$ cat src/sv/frtg_pkg.sv
`timescale 1ns / 1ps
package frtg_pkg;

    // default width of the frequency and rate registers
    localparam int FREQ_BITS_DEF = 27;

    localparam int CYC_W    = 10;
    localparam int TICK_W   = 12;
    localparam int NUM_CHAN = 3;
    localparam int CHAN_W   = 2;
    localparam int APB_DW   = 32;
    localparam int APB_AW   = 4;

    // register reset values, truncated to the register width where used
    localparam logic [31:0] MASTER_FREQ_RST = 32'd7500000;
    localparam logic [31:0] COPROC_RATE_RST = 32'd11000000;
    localparam logic [31:0] BAUD_RATE_RST   = 32'd38400;
    localparam logic [31:0] DRIVE_RATE_RST  = 32'd100000;

    typedef enum logic [1:0] {
        REG_MASTER_FREQ = 2'd0,
        REG_COPROC_RATE = 2'd1,
        REG_BAUD_RATE   = 2'd2,
        REG_DRIVE_RATE  = 2'd3
    } reg_idx_t;

    typedef enum logic [CHAN_W-1:0] {
        CH_COPROC = 2'd0,
        CH_BAUD   = 2'd1,
        CH_DRIVE  = 2'd2
    } chan_t;

    typedef enum logic [1:0] {
        OP_IDLE = 2'd0,
        OP_MUL  = 2'd1,
        OP_ADD  = 2'd2,
        OP_DIV  = 2'd3
    } unit_op_t;

    typedef struct packed {
        unit_op_t op;
        chan_t    chan;
    } unit_ctl_t;

endpackage

$ cat src/sv/frtg_regs.sv
`timescale 1ns / 1ps
module frtg_regs #(
    parameter int FREQ_BITS = frtg_pkg::FREQ_BITS_DEF
) (
    input  logic                          aclk,
    input  logic                          aresetn,
    input  logic                          psel,
    input  logic                          penable,
    input  logic                          pwrite,
    input  logic [frtg_pkg::APB_AW-1:0]   paddr,
    input  logic [frtg_pkg::APB_DW-1:0]   pwdata,
    output logic [frtg_pkg::APB_DW-1:0]   prdata,
    output logic                          pready,
    output logic [FREQ_BITS-1:0]          master_freq,
    output logic [FREQ_BITS-1:0]          coproc_rate,
    output logic [FREQ_BITS-1:0]          baud_rate,
    output logic [FREQ_BITS-1:0]          drive_rate
);
    import frtg_pkg::*;

    logic [FREQ_BITS-1:0] master_freq_reg;
    logic [FREQ_BITS-1:0] coproc_rate_reg;
    logic [FREQ_BITS-1:0] baud_rate_reg;
    logic [FREQ_BITS-1:0] drive_rate_reg;
    reg_idx_t             idx;
    logic                 wr_en;

    assign idx    = reg_idx_t'(paddr[APB_AW-1:2]);
    assign wr_en  = psel && penable && pwrite && pready;
    assign pready = 1'b1;

    always_ff @(posedge aclk) begin
        if (!aresetn) begin
            master_freq_reg <= MASTER_FREQ_RST[FREQ_BITS-1:0];
            coproc_rate_reg <= COPROC_RATE_RST[FREQ_BITS-1:0];
            baud_rate_reg   <= BAUD_RATE_RST[FREQ_BITS-1:0];
            drive_rate_reg  <= DRIVE_RATE_RST[FREQ_BITS-1:0];
        end else if (wr_en) begin
            case (idx)
                REG_MASTER_FREQ: master_freq_reg <= pwdata[FREQ_BITS-1:0];
                REG_COPROC_RATE: coproc_rate_reg <= pwdata[FREQ_BITS-1:0];
                REG_BAUD_RATE:   baud_rate_reg   <= pwdata[FREQ_BITS-1:0];
                REG_DRIVE_RATE:  drive_rate_reg  <= pwdata[FREQ_BITS-1:0];
                default: ;
            endcase
        end
    end

    always_comb begin
        case (idx)
            REG_MASTER_FREQ: prdata = APB_DW'(master_freq_reg);
            REG_COPROC_RATE: prdata = APB_DW'(coproc_rate_reg);
            REG_BAUD_RATE:   prdata = APB_DW'(baud_rate_reg);
            REG_DRIVE_RATE:  prdata = APB_DW'(drive_rate_reg);
            default:         prdata = '0;
        endcase
    end

    assign master_freq = master_freq_reg;
    assign coproc_rate = coproc_rate_reg;
    assign baud_rate   = baud_rate_reg;
    assign drive_rate  = drive_rate_reg;

endmodule

$ cat src/sv/frtg_unit.sv
`timescale 1ns / 1ps
module frtg_unit #(
    parameter int FREQ_BITS = frtg_pkg::FREQ_BITS_DEF
) (
    input  logic                          aclk,
    input  logic                          aresetn,
    input  frtg_pkg::unit_ctl_t           ctl,
    input  logic [frtg_pkg::CYC_W-1:0]    cycles,
    input  logic [FREQ_BITS-1:0]          master_freq,
    input  logic [FREQ_BITS-1:0]          coproc_rate,
    input  logic [FREQ_BITS-1:0]          baud_rate,
    input  logic [FREQ_BITS-1:0]          drive_rate,
    input  logic [FREQ_BITS-1:0]          phase,
    output logic [FREQ_BITS-1:0]          rem,
    output logic [frtg_pkg::TICK_W-1:0]   ticks
);
    import frtg_pkg::*;

    localparam int PW = FREQ_BITS + CYC_W;
    localparam int AW = PW + 1;

    logic [FREQ_BITS-1:0] rate_sel;
    logic [PW-1:0]        prod_reg;
    logic [AW-1:0]        acc_reg;
    logic [FREQ_BITS-1:0] rem_reg;
    logic [TICK_W-1:0]    quot_reg;
    logic                 sat_reg;
    logic [FREQ_BITS:0]   partial;
    logic [FREQ_BITS:0]   divisor;
    logic                 ge;
    logic [FREQ_BITS:0]   diff;

    always_comb begin
        case (ctl.chan)
            CH_COPROC: rate_sel = coproc_rate;
            CH_BAUD:   rate_sel = baud_rate;
            CH_DRIVE:  rate_sel = drive_rate;
            default:   rate_sel = '0;
        endcase
    end

    // one restoring division step: shift in the next dividend bit
    assign partial = {rem_reg, acc_reg[AW-1]};
    assign divisor = {1'b0, master_freq};
    assign ge      = partial >= divisor;
    assign diff    = partial - divisor;

    always_ff @(posedge aclk) begin
        case (ctl.op)
            OP_MUL: prod_reg <= PW'(cycles) * PW'(rate_sel);
            OP_ADD: begin
                acc_reg  <= AW'(prod_reg) + AW'(phase);
                rem_reg  <= '0;
                quot_reg <= '0;
                sat_reg  <= 1'b0;
            end
            OP_DIV: begin
                acc_reg  <= {acc_reg[AW-2:0], 1'b0};
                rem_reg  <= ge ? diff[FREQ_BITS-1:0] : partial[FREQ_BITS-1:0];
                quot_reg <= {quot_reg[TICK_W-2:0], ge};
                sat_reg  <= sat_reg | quot_reg[TICK_W-1];
            end
            default: ;
        endcase
    end

    assign rem   = rem_reg;
    assign ticks = sat_reg ? '1 : quot_reg;

    // partial remainder stays below the divisor after every step
    a_rem_below_div: assert property (@(posedge aclk) disable iff (!aresetn)
        (ctl.op == OP_DIV && master_freq != '0) |=> rem_reg < $past(master_freq))
        else $error("remainder not below master frequency");

endmodule

$ cat src/sv/frtg_seq.sv
`timescale 1ns / 1ps
module frtg_seq #(
    parameter int FREQ_BITS = frtg_pkg::FREQ_BITS_DEF
) (
    input  logic                          aclk,
    input  logic                          aresetn,
    input  logic                          s_valid,
    output logic                          s_ready,
    input  logic [frtg_pkg::CYC_W-1:0]    s_elapsed_cycles,
    output logic                          m_valid,
    input  logic                          m_ready,
    output logic [frtg_pkg::TICK_W-1:0]   m_coproc_ticks,
    output logic [frtg_pkg::TICK_W-1:0]   m_baud_ticks,
    output logic [frtg_pkg::TICK_W-1:0]   m_drive_ticks,
    input  logic [FREQ_BITS-1:0]          master_freq,
    output frtg_pkg::unit_ctl_t           ctl,
    output logic [frtg_pkg::CYC_W-1:0]    cycles,
    output logic [FREQ_BITS-1:0]          phase,
    input  logic [FREQ_BITS-1:0]          rem,
    input  logic [frtg_pkg::TICK_W-1:0]   ticks
);
    import frtg_pkg::*;

    localparam int AW    = FREQ_BITS + CYC_W + 1;
    localparam int CNT_W = $clog2(AW);

    typedef enum logic [2:0] {
        S_IDLE,
        S_MUL,
        S_ADD,
        S_DIV,
        S_STORE,
        S_OUT
    } state_t;

    state_t               state_reg;
    chan_t                chan_reg;
    logic [CNT_W-1:0]     div_cnt_reg;
    logic [CYC_W-1:0]     cycles_reg;
    logic [FREQ_BITS-1:0] phase_reg [NUM_CHAN];
    logic [TICK_W-1:0]    tick_reg  [NUM_CHAN];
    logic                 m_valid_reg;
    logic [TICK_W-1:0]    m_coproc_reg;
    logic [TICK_W-1:0]    m_baud_reg;
    logic [TICK_W-1:0]    m_drive_reg;

    always_ff @(posedge aclk) begin
        if (!aresetn) begin
            state_reg   <= S_IDLE;
            chan_reg    <= CH_COPROC;
            div_cnt_reg <= '0;
            m_valid_reg <= 1'b0;
            for (int i = 0; i < NUM_CHAN; i++) begin
                phase_reg[i] <= '0;
            end
        end else begin
            // output state reloads the result register itself
            if (m_valid_reg && m_ready && state_reg != S_OUT) begin
                m_valid_reg <= 1'b0;
            end
            case (state_reg)
                S_IDLE: begin
                    if (s_valid) begin
                        cycles_reg <= s_elapsed_cycles;
                        chan_reg   <= CH_COPROC;
                        state_reg  <= S_MUL;
                    end
                end
                S_MUL: state_reg <= S_ADD;
                S_ADD: begin
                    div_cnt_reg <= '0;
                    state_reg   <= S_DIV;
                end
                S_DIV: begin
                    div_cnt_reg <= div_cnt_reg + 1'b1;
                    if (div_cnt_reg == CNT_W'(AW - 1)) begin
                        state_reg <= S_STORE;
                    end
                end
                S_STORE: begin
                    // zero master frequency: no ticks, phase holds
                    if (master_freq != '0) begin
                        phase_reg[chan_reg] <= rem;
                        tick_reg[chan_reg]  <= ticks;
                    end else begin
                        tick_reg[chan_reg]  <= '0;
                    end
                    if (chan_reg == CH_DRIVE) begin
                        state_reg <= S_OUT;
                    end else begin
                        chan_reg  <= chan_t'(chan_reg + 1'b1);
                        state_reg <= S_MUL;
                    end
                end
                S_OUT: begin
                    if (!m_valid_reg || m_ready) begin
                        m_coproc_reg <= tick_reg[CH_COPROC];
                        m_baud_reg   <= tick_reg[CH_BAUD];
                        m_drive_reg  <= tick_reg[CH_DRIVE];
                        m_valid_reg  <= 1'b1;
                        state_reg    <= S_IDLE;
                    end
                end
                default: state_reg <= S_IDLE;
            endcase
        end
    end

    always_comb begin
        ctl.chan = chan_reg;
        case (state_reg)
            S_MUL:   ctl.op = OP_MUL;
            S_ADD:   ctl.op = OP_ADD;
            S_DIV:   ctl.op = OP_DIV;
            default: ctl.op = OP_IDLE;
        endcase
    end

    assign cycles         = cycles_reg;
    assign phase          = phase_reg[chan_reg];
    assign s_ready        = (state_reg == S_IDLE);
    assign m_valid        = m_valid_reg;
    assign m_coproc_ticks = m_coproc_reg;
    assign m_baud_ticks   = m_baud_reg;
    assign m_drive_ticks  = m_drive_reg;

    a_busy_after_accept: assert property (@(posedge aclk) disable iff (!aresetn)
        (s_valid && s_ready) |=> !s_ready)
        else $error("request accepted while previous one still in work");

    a_div_count_range: assert property (@(posedge aclk) disable iff (!aresetn)
        (state_reg == S_DIV) |-> (div_cnt_reg <= CNT_W'(AW - 1)))
        else $error("division step counter out of range");

    a_result_from_out: assert property (@(posedge aclk) disable iff (!aresetn)
        $rose(m_valid_reg) |-> $past(state_reg == S_OUT))
        else $error("result raised outside output state");

    a_chan_range: assert property (@(posedge aclk) disable iff (!aresetn)
        (state_reg != S_IDLE) |-> (chan_reg != chan_t'(NUM_CHAN)))
        else $error("channel index beyond last channel");

endmodule

$ cat src/sv/fractional_rate_tick_generator.sv
`timescale 1ns / 1ps
// fractional-rate tick generator
// three tick channels (coprocessor, baud x4, drive bit) derived from one
// master clock by phase accumulators with exact remainders
// input request: s_elapsed_cycles, master cycles since the previous request
// result request: per-channel tick counts, saturated at 4095
// per channel: phase + cycles * rate, divided by master_freq; quotient is the
// tick count, remainder is the new phase
// one shared multiplier / restoring divider is stepped by a small sequencer,
// channel by channel, one quotient bit per cycle
// s_ready is high only between requests; one request is in work at a time
// the result sits in an output register, so the next request is taken while
// an earlier result still waits on m_ready; a stalled receiver holds the
// block only when a second result is ready to be written
// reset clears the phases and loads the default register values
// registers over APB: master_freq 0x0, coproc_rate 0x4, baud_rate 0x8,
// drive_rate 0xc; write them only while no request is in work
module fractional_rate_tick_generator #(
    parameter int FREQ_BITS = frtg_pkg::FREQ_BITS_DEF
) (
    input  logic                          aclk,
    input  logic                          aresetn,
    // input requests
    input  logic                          s_valid,
    output logic                          s_ready,
    input  logic [frtg_pkg::CYC_W-1:0]    s_elapsed_cycles,
    // result requests
    output logic                          m_valid,
    input  logic                          m_ready,
    output logic [frtg_pkg::TICK_W-1:0]   m_coproc_ticks,
    output logic [frtg_pkg::TICK_W-1:0]   m_baud_ticks,
    output logic [frtg_pkg::TICK_W-1:0]   m_drive_ticks,
    // register port
    input  logic                          psel,
    input  logic                          penable,
    input  logic                          pwrite,
    input  logic [frtg_pkg::APB_AW-1:0]   paddr,
    input  logic [frtg_pkg::APB_DW-1:0]   pwdata,
    output logic [frtg_pkg::APB_DW-1:0]   prdata,
    output logic                          pready
);
    import frtg_pkg::*;

    // register values
    logic [FREQ_BITS-1:0] master_freq;
    logic [FREQ_BITS-1:0] coproc_rate;
    logic [FREQ_BITS-1:0] baud_rate;
    logic [FREQ_BITS-1:0] drive_rate;

    // sequencer to shared unit
    unit_ctl_t            ctl;
    logic [CYC_W-1:0]     cycles;
    logic [FREQ_BITS-1:0] phase;

    // shared unit back to sequencer
    logic [FREQ_BITS-1:0] rem;
    logic [TICK_W-1:0]    ticks;

    frtg_regs #(
        .FREQ_BITS (FREQ_BITS)
    ) u_regs (
        .aclk        (aclk),
        .aresetn     (aresetn),
        .psel        (psel),
        .penable     (penable),
        .pwrite      (pwrite),
        .paddr       (paddr),
        .pwdata      (pwdata),
        .prdata      (prdata),
        .pready      (pready),
        .master_freq (master_freq),
        .coproc_rate (coproc_rate),
        .baud_rate   (baud_rate),
        .drive_rate  (drive_rate)
    );

    // sequencer: channel loop, divide step count, phases, output register
    frtg_seq #(
        .FREQ_BITS (FREQ_BITS)
    ) u_seq (
        .aclk             (aclk),
        .aresetn          (aresetn),
        .s_valid          (s_valid),
        .s_ready          (s_ready),
        .s_elapsed_cycles (s_elapsed_cycles),
        .m_valid          (m_valid),
        .m_ready          (m_ready),
        .m_coproc_ticks   (m_coproc_ticks),
        .m_baud_ticks     (m_baud_ticks),
        .m_drive_ticks    (m_drive_ticks),
        .master_freq      (master_freq),
        .ctl              (ctl),
        .cycles           (cycles),
        .phase            (phase),
        .rem              (rem),
        .ticks            (ticks)
    );

    // shared arithmetic: multiply, accumulate, one division bit per step
    frtg_unit #(
        .FREQ_BITS (FREQ_BITS)
    ) u_unit (
        .aclk        (aclk),
        .aresetn     (aresetn),
        .ctl         (ctl),
        .cycles      (cycles),
        .master_freq (master_freq),
        .coproc_rate (coproc_rate),
        .baud_rate   (baud_rate),
        .drive_rate  (drive_rate),
        .phase       (phase),
        .rem         (rem),
        .ticks       (ticks)
    );

endmodule
$ cat config.mk
export PLATFORM = sky130hd
export DESIGN_NAME = fractional_rate_tick_generator
export DESIGN_NICKNAME = d
export VERILOG_FILES = /design/src/sv/frtg_pkg.sv /design/src/sv/frtg_regs.sv /design/src/sv/frtg_unit.sv /design/src/sv/frtg_seq.sv /design/src/sv/fractional_rate_tick_generator.sv
export SDC_FILE = /design/constraint.sdc
export NUM_CORES = 1
export LEC_CHECK = 0
export BUFFER_PORTS_ARGS = -buffer_cell sky130_fd_sc_hd__buf_2
export CORE_ASPECT_RATIO = 1.5
export CORE_MARGIN = 2
export CORE_UTILIZATION = 50
export CTS_CLUSTER_SIZE = 28
export DETAILED_ROUTE_END_ITERATION = 7
export GPL_TIMING_DRIVEN = 0
export PLACE_DENSITY = 0.65
export SYNTH_ARGS = -nofsm -noshare
export SYNTH_HDL_FRONTEND = slang
export SYNTH_SLANG_ARGS = --single-unit
$ cat constraint.sdc
create_clock -name aclk -period 7.97 [get_ports aclk]
set_clock_uncertainty 0.1 [all_clocks]
set_input_delay 0.3985 -clock aclk [delete_from_list [all_inputs] [get_ports aclk]]
set_output_delay 0.3985 -clock aclk [all_outputs]
set_load 0.005 [all_outputs]
==> results.py <==
metrics = {
    "outcome": {
        "status": "completed",
    },
    "cts": {
        "cts_buffer_depth": 3,
        "worstSkewPairLatency_ns": 0.59,
        "cts.sinks": 427,
        "clk_pin_slew_ns": 0.06,
        "cts_htree_levels": 2,
        "cts_tree": "yes",
        "cts-root-buf": "clkbuf_16",
        "cts_buffers": 43,
    },
    "logic_synthesis": {
        "synth_warnings": 0,
        "postSynthCellCount": 2691,
        "synth_top_area_share": 0.321,
        "yosys_register_bits": 427,
        "synth_edf_count": 305,
        "ys_top_cells_by_count": "nand2_1 (408), edfxtp_1 (305), inv_1 (242)",
        "yosys_most_used_dff": "edfxtp_1",
        "yosys.cell_count.top_type": "nand2_1",
        "synth.area.top_cells": "edfxtp_1 (32%), fa_1 (14%), dfxtp_1 (8.5%)",
        "synth_top_cell_by_area": "edfxtp_1",
        "syn_avg_cell_area_um2": 10.6,
        "synthArstFlopShare": 0,
        "synth_area_um2": 28600,
        "synthDistinctLibCells": 82,
        "seq_area_frac_synth": 0.406,
    },
    "cells_and_area": {
        "final_nets": 3282,
        "syn_to_final_growth_pct": 12.6,
        "largest_register_ffs": 108,
        "instances_no_fill": 3693,
        "final_core_util": 0.568,
        "drive_gt1_frac": 0.110,
        "n_fill_cell": 4922,
    },
    "worst_setup_path": {
        "critPathBufInv": 5,
        "crit_top_cell": "fa_1",
        "critPathArrivalTime_ns": 8.01,
        "required_ns": 8.21,
        "worst_path_max_delay_cell": "a222oi_1",
        "cpPeakStageDelay_ns": 0.95,
        "crit_family": "adder cells",
        "cp-end-kind": "flip-flop",
        "cp-start-kind": "flip-flop",
        "r2r_start": "u_seq.chan_reg[0]",
        "path_max_fanout": 10,
        "worstSetupPathType": "reg2reg",
        "startpoint": "u_seq.chan_reg[0]",
    },
    "die": {
        "ios": 124,
        "rows": 107,
        "die_h_um": 297,
        "dieArea_um2": 59100,
        "die_w_um": 199,
        "coreArea_um2": 56600,
        "initial_core_util": 0.505,
    },
    "timing": {
        "rsz0062_at_grt": "no",
        "fin_crit_ns": 7.76,
        "drv_slew": 0,
        "slew_headroom": 0.148,
        "worst_pin_slew_ns": 1.27,
        "fin_hold_ws_ns": 0.0182,
        "fin_ws_ns": 0.206,
        "setup_viol": 0,
        "max_freq_mhz": 129,
        "hold_violations": 0,
        "fin_crit_sh": 0.974,
    },
    "global_route": {
        "antenna_found_initial": 1,
        "grt_pass1_vias": 22000,
        "grt_usage": 0.276,
        "grt_max_degree": 60,
        "grt_pass1_wl_um": 123000,
        "overflow": 0,
    },
    "drt": {
        "firstDrtPassIters": 7,
        "wire_per_inst_um": 21.6,
        "vias": 21100,
        "drt_first_iter_violations": 1468,
        "ant_nets": 0,
        "postRouteWirelength_um": 79700,
        "drc": 0,
        "avgViaCountPerCell": 5.72,
    },
    "placed_design": {
        "dp_cells": 3572,
        "place.gp.congestion": 0.937,
        "pre_cts_ws_ns": -0.986,
        "io_buffer_count": 109,
        "hpwlAfterDp_um": 60800,
    },
    "pwr": {
        "ir_worst_vdd_mv": 0.204,
        "power_density_nw_per_um2": 235,
        "p_leak_nw": 13.5,
    },
    "hold_path": {
        "hold_class": "in2reg",
        "holdCritStartpoint": "pwdata[11]",
    },
    "job": {
        "max_cap_viol_count": 0,
    },
}
[per-stage QoR]
stage | TNS [ns] | total power, mW | cell area [µm²]
finish | 0 | 7.57 | 32200
CTS | 0 | 7.51 | 32000
global placement | -9.30 | 5.33 | 30100
global route | 0 | 8.03 | 32200
detailed placement | -10.35 | 5.40 | 30200
floorplan | 0 | 4.74 | 28600
[power by group]
part	internal [mW]	switching, mW	total (mW)
registers	2.66	0.0917	2.75
logic	1.14	1.58	2.73
clock network	1.19	0.901	2.09
total	4.99	2.58	7.57
[worst reg2reg max path: stages (launching register included)]
cell and delay, ns:
dfxtp_2 0.40, inv_1 0.08, ha_1 0.22, clkbuf_1 0.32, a222oi_1 0.95, nor2_4 0.16
and2_1 0.24, fa_1 0.55, fa_1 0.45, fa_1 0.51, fa_1 0.55, inv_1 0.06
fa_1 0.54, inv_1 0.05, ha_1 0.36, a222oi_1 0.34, nand2_1 0.12, a41oi_2 0.23
buf_4 0.16, o31ai_4 0.08, a311oi_2 0.33, o21a_1 0.21, o21ai_1 0.10, a21oi_2 0.21
o31ai_2 0.10, xnor2_1 0.13
[layout by cell type (no fill, tap or decap), types with 9 or more instances in the layout]
cell type,Yosys,final
xor2_1,25,25
clkbuf_16,0,44
fa_1,200,200
a211oi_1,13,13
mux2i_1,16,16
o211ai_1,14,14
inv_1,242,241
o21ai_0,55,54
dfxtp_1,122,120
and4_1,9,9
ha_1,133,133
and3_1,70,70
o21bai_1,14,14
buf_2,1,110
nor3_1,22,21
nand4_1,13,13
buf_4,6,21
nor2b_1,13,13
a222oi_1,28,28
dlygate4sd3_1,0,31
mux4_2,54,54
and2_1,195,194
a31oi_1,11,11
nand2b_1,11,11
o21a_1,9,9
a21oi_1,92,90
nand2_1,408,408
clkbuf_1,113,116
edfxtp_1,305,305
xnor2_1,53,53
nor2_2,0,12
a21o_1,47,47
a21boi_0,80,80
nor4_1,15,15
buf_1,14,13
nor2_1,140,123
o21ai_1,15,15
nand3_1,46,46
[final timing paths]
path                                              to  slack [ns]  depth (start not counted)
worst max-delay path             u_unit.prod_reg[36]        0.21                         25
worst min register to register     m_coproc_ticks[2]        0.32                          0
worst min-delay path            u_regs.baud_rate[11]        0.02                          3
worst max register to register   u_unit.prod_reg[36]        0.21                         25
[repair_timing]
action / 4_1_cts / 5_1_grt
gates resized for setup: 23 / 26
pin swaps: 6 / 17
endpoints found under the hold margin: 82 / 0
setup endpoints to repair: 21 / 10
setup buffers: 3 / 9
gates cloned: 0 / 0
hold buffers: 31 / 0
[metal layers]
| layer | vias to the layer above | GRT usage | wire length, µm |
|---|---|---|---|
| li1 | 9694 | - | - |
| met1 | 10400 | 0.320 | 29800 |
| met2 | 765 | 0.481 | 40000 |
| met3 | 213 | 0.0354 | 4210 |
| met4 | 0 | 0.166 | 5600 |
| met5 | - | 0 | 0 |
[cells by family after synthesis]
group | Yosys count | share of synthesized area
AO/OA/AOI/OAI | 437 | 0.109
adder cells (fa/ha/maj) | 333 | 0.198
multiplexers | 73 | 0.0495
buffers and inverters | 379 | 0.0514
other | 2 | 0.000263
XOR/XNOR | 78 | 0.0239
flip-flops | 427 | 0.406
AND/OR/NAND/NOR | 962 | 0.162
[layout make-up]
class / count / area, µm² / share of cell area
multi-input cells: 1889 / 15600 / 0.486
flip-flops and latches: 427 / 11600 / 0.361
clock buffers: 58 / 1190 / 0.0371
repair buffers: 157 / 1050 / 0.0325
well taps: 763 / 955 / 0.0297
inverters: 242 / 911 / 0.0283
plain buffers: 136 / 588 / 0.0183
clock inverters: 19 / 231 / 0.00719
diodes: 2 / 5.00 / 0.000156
Note: power is estimated with default switching activity, not from simulation.
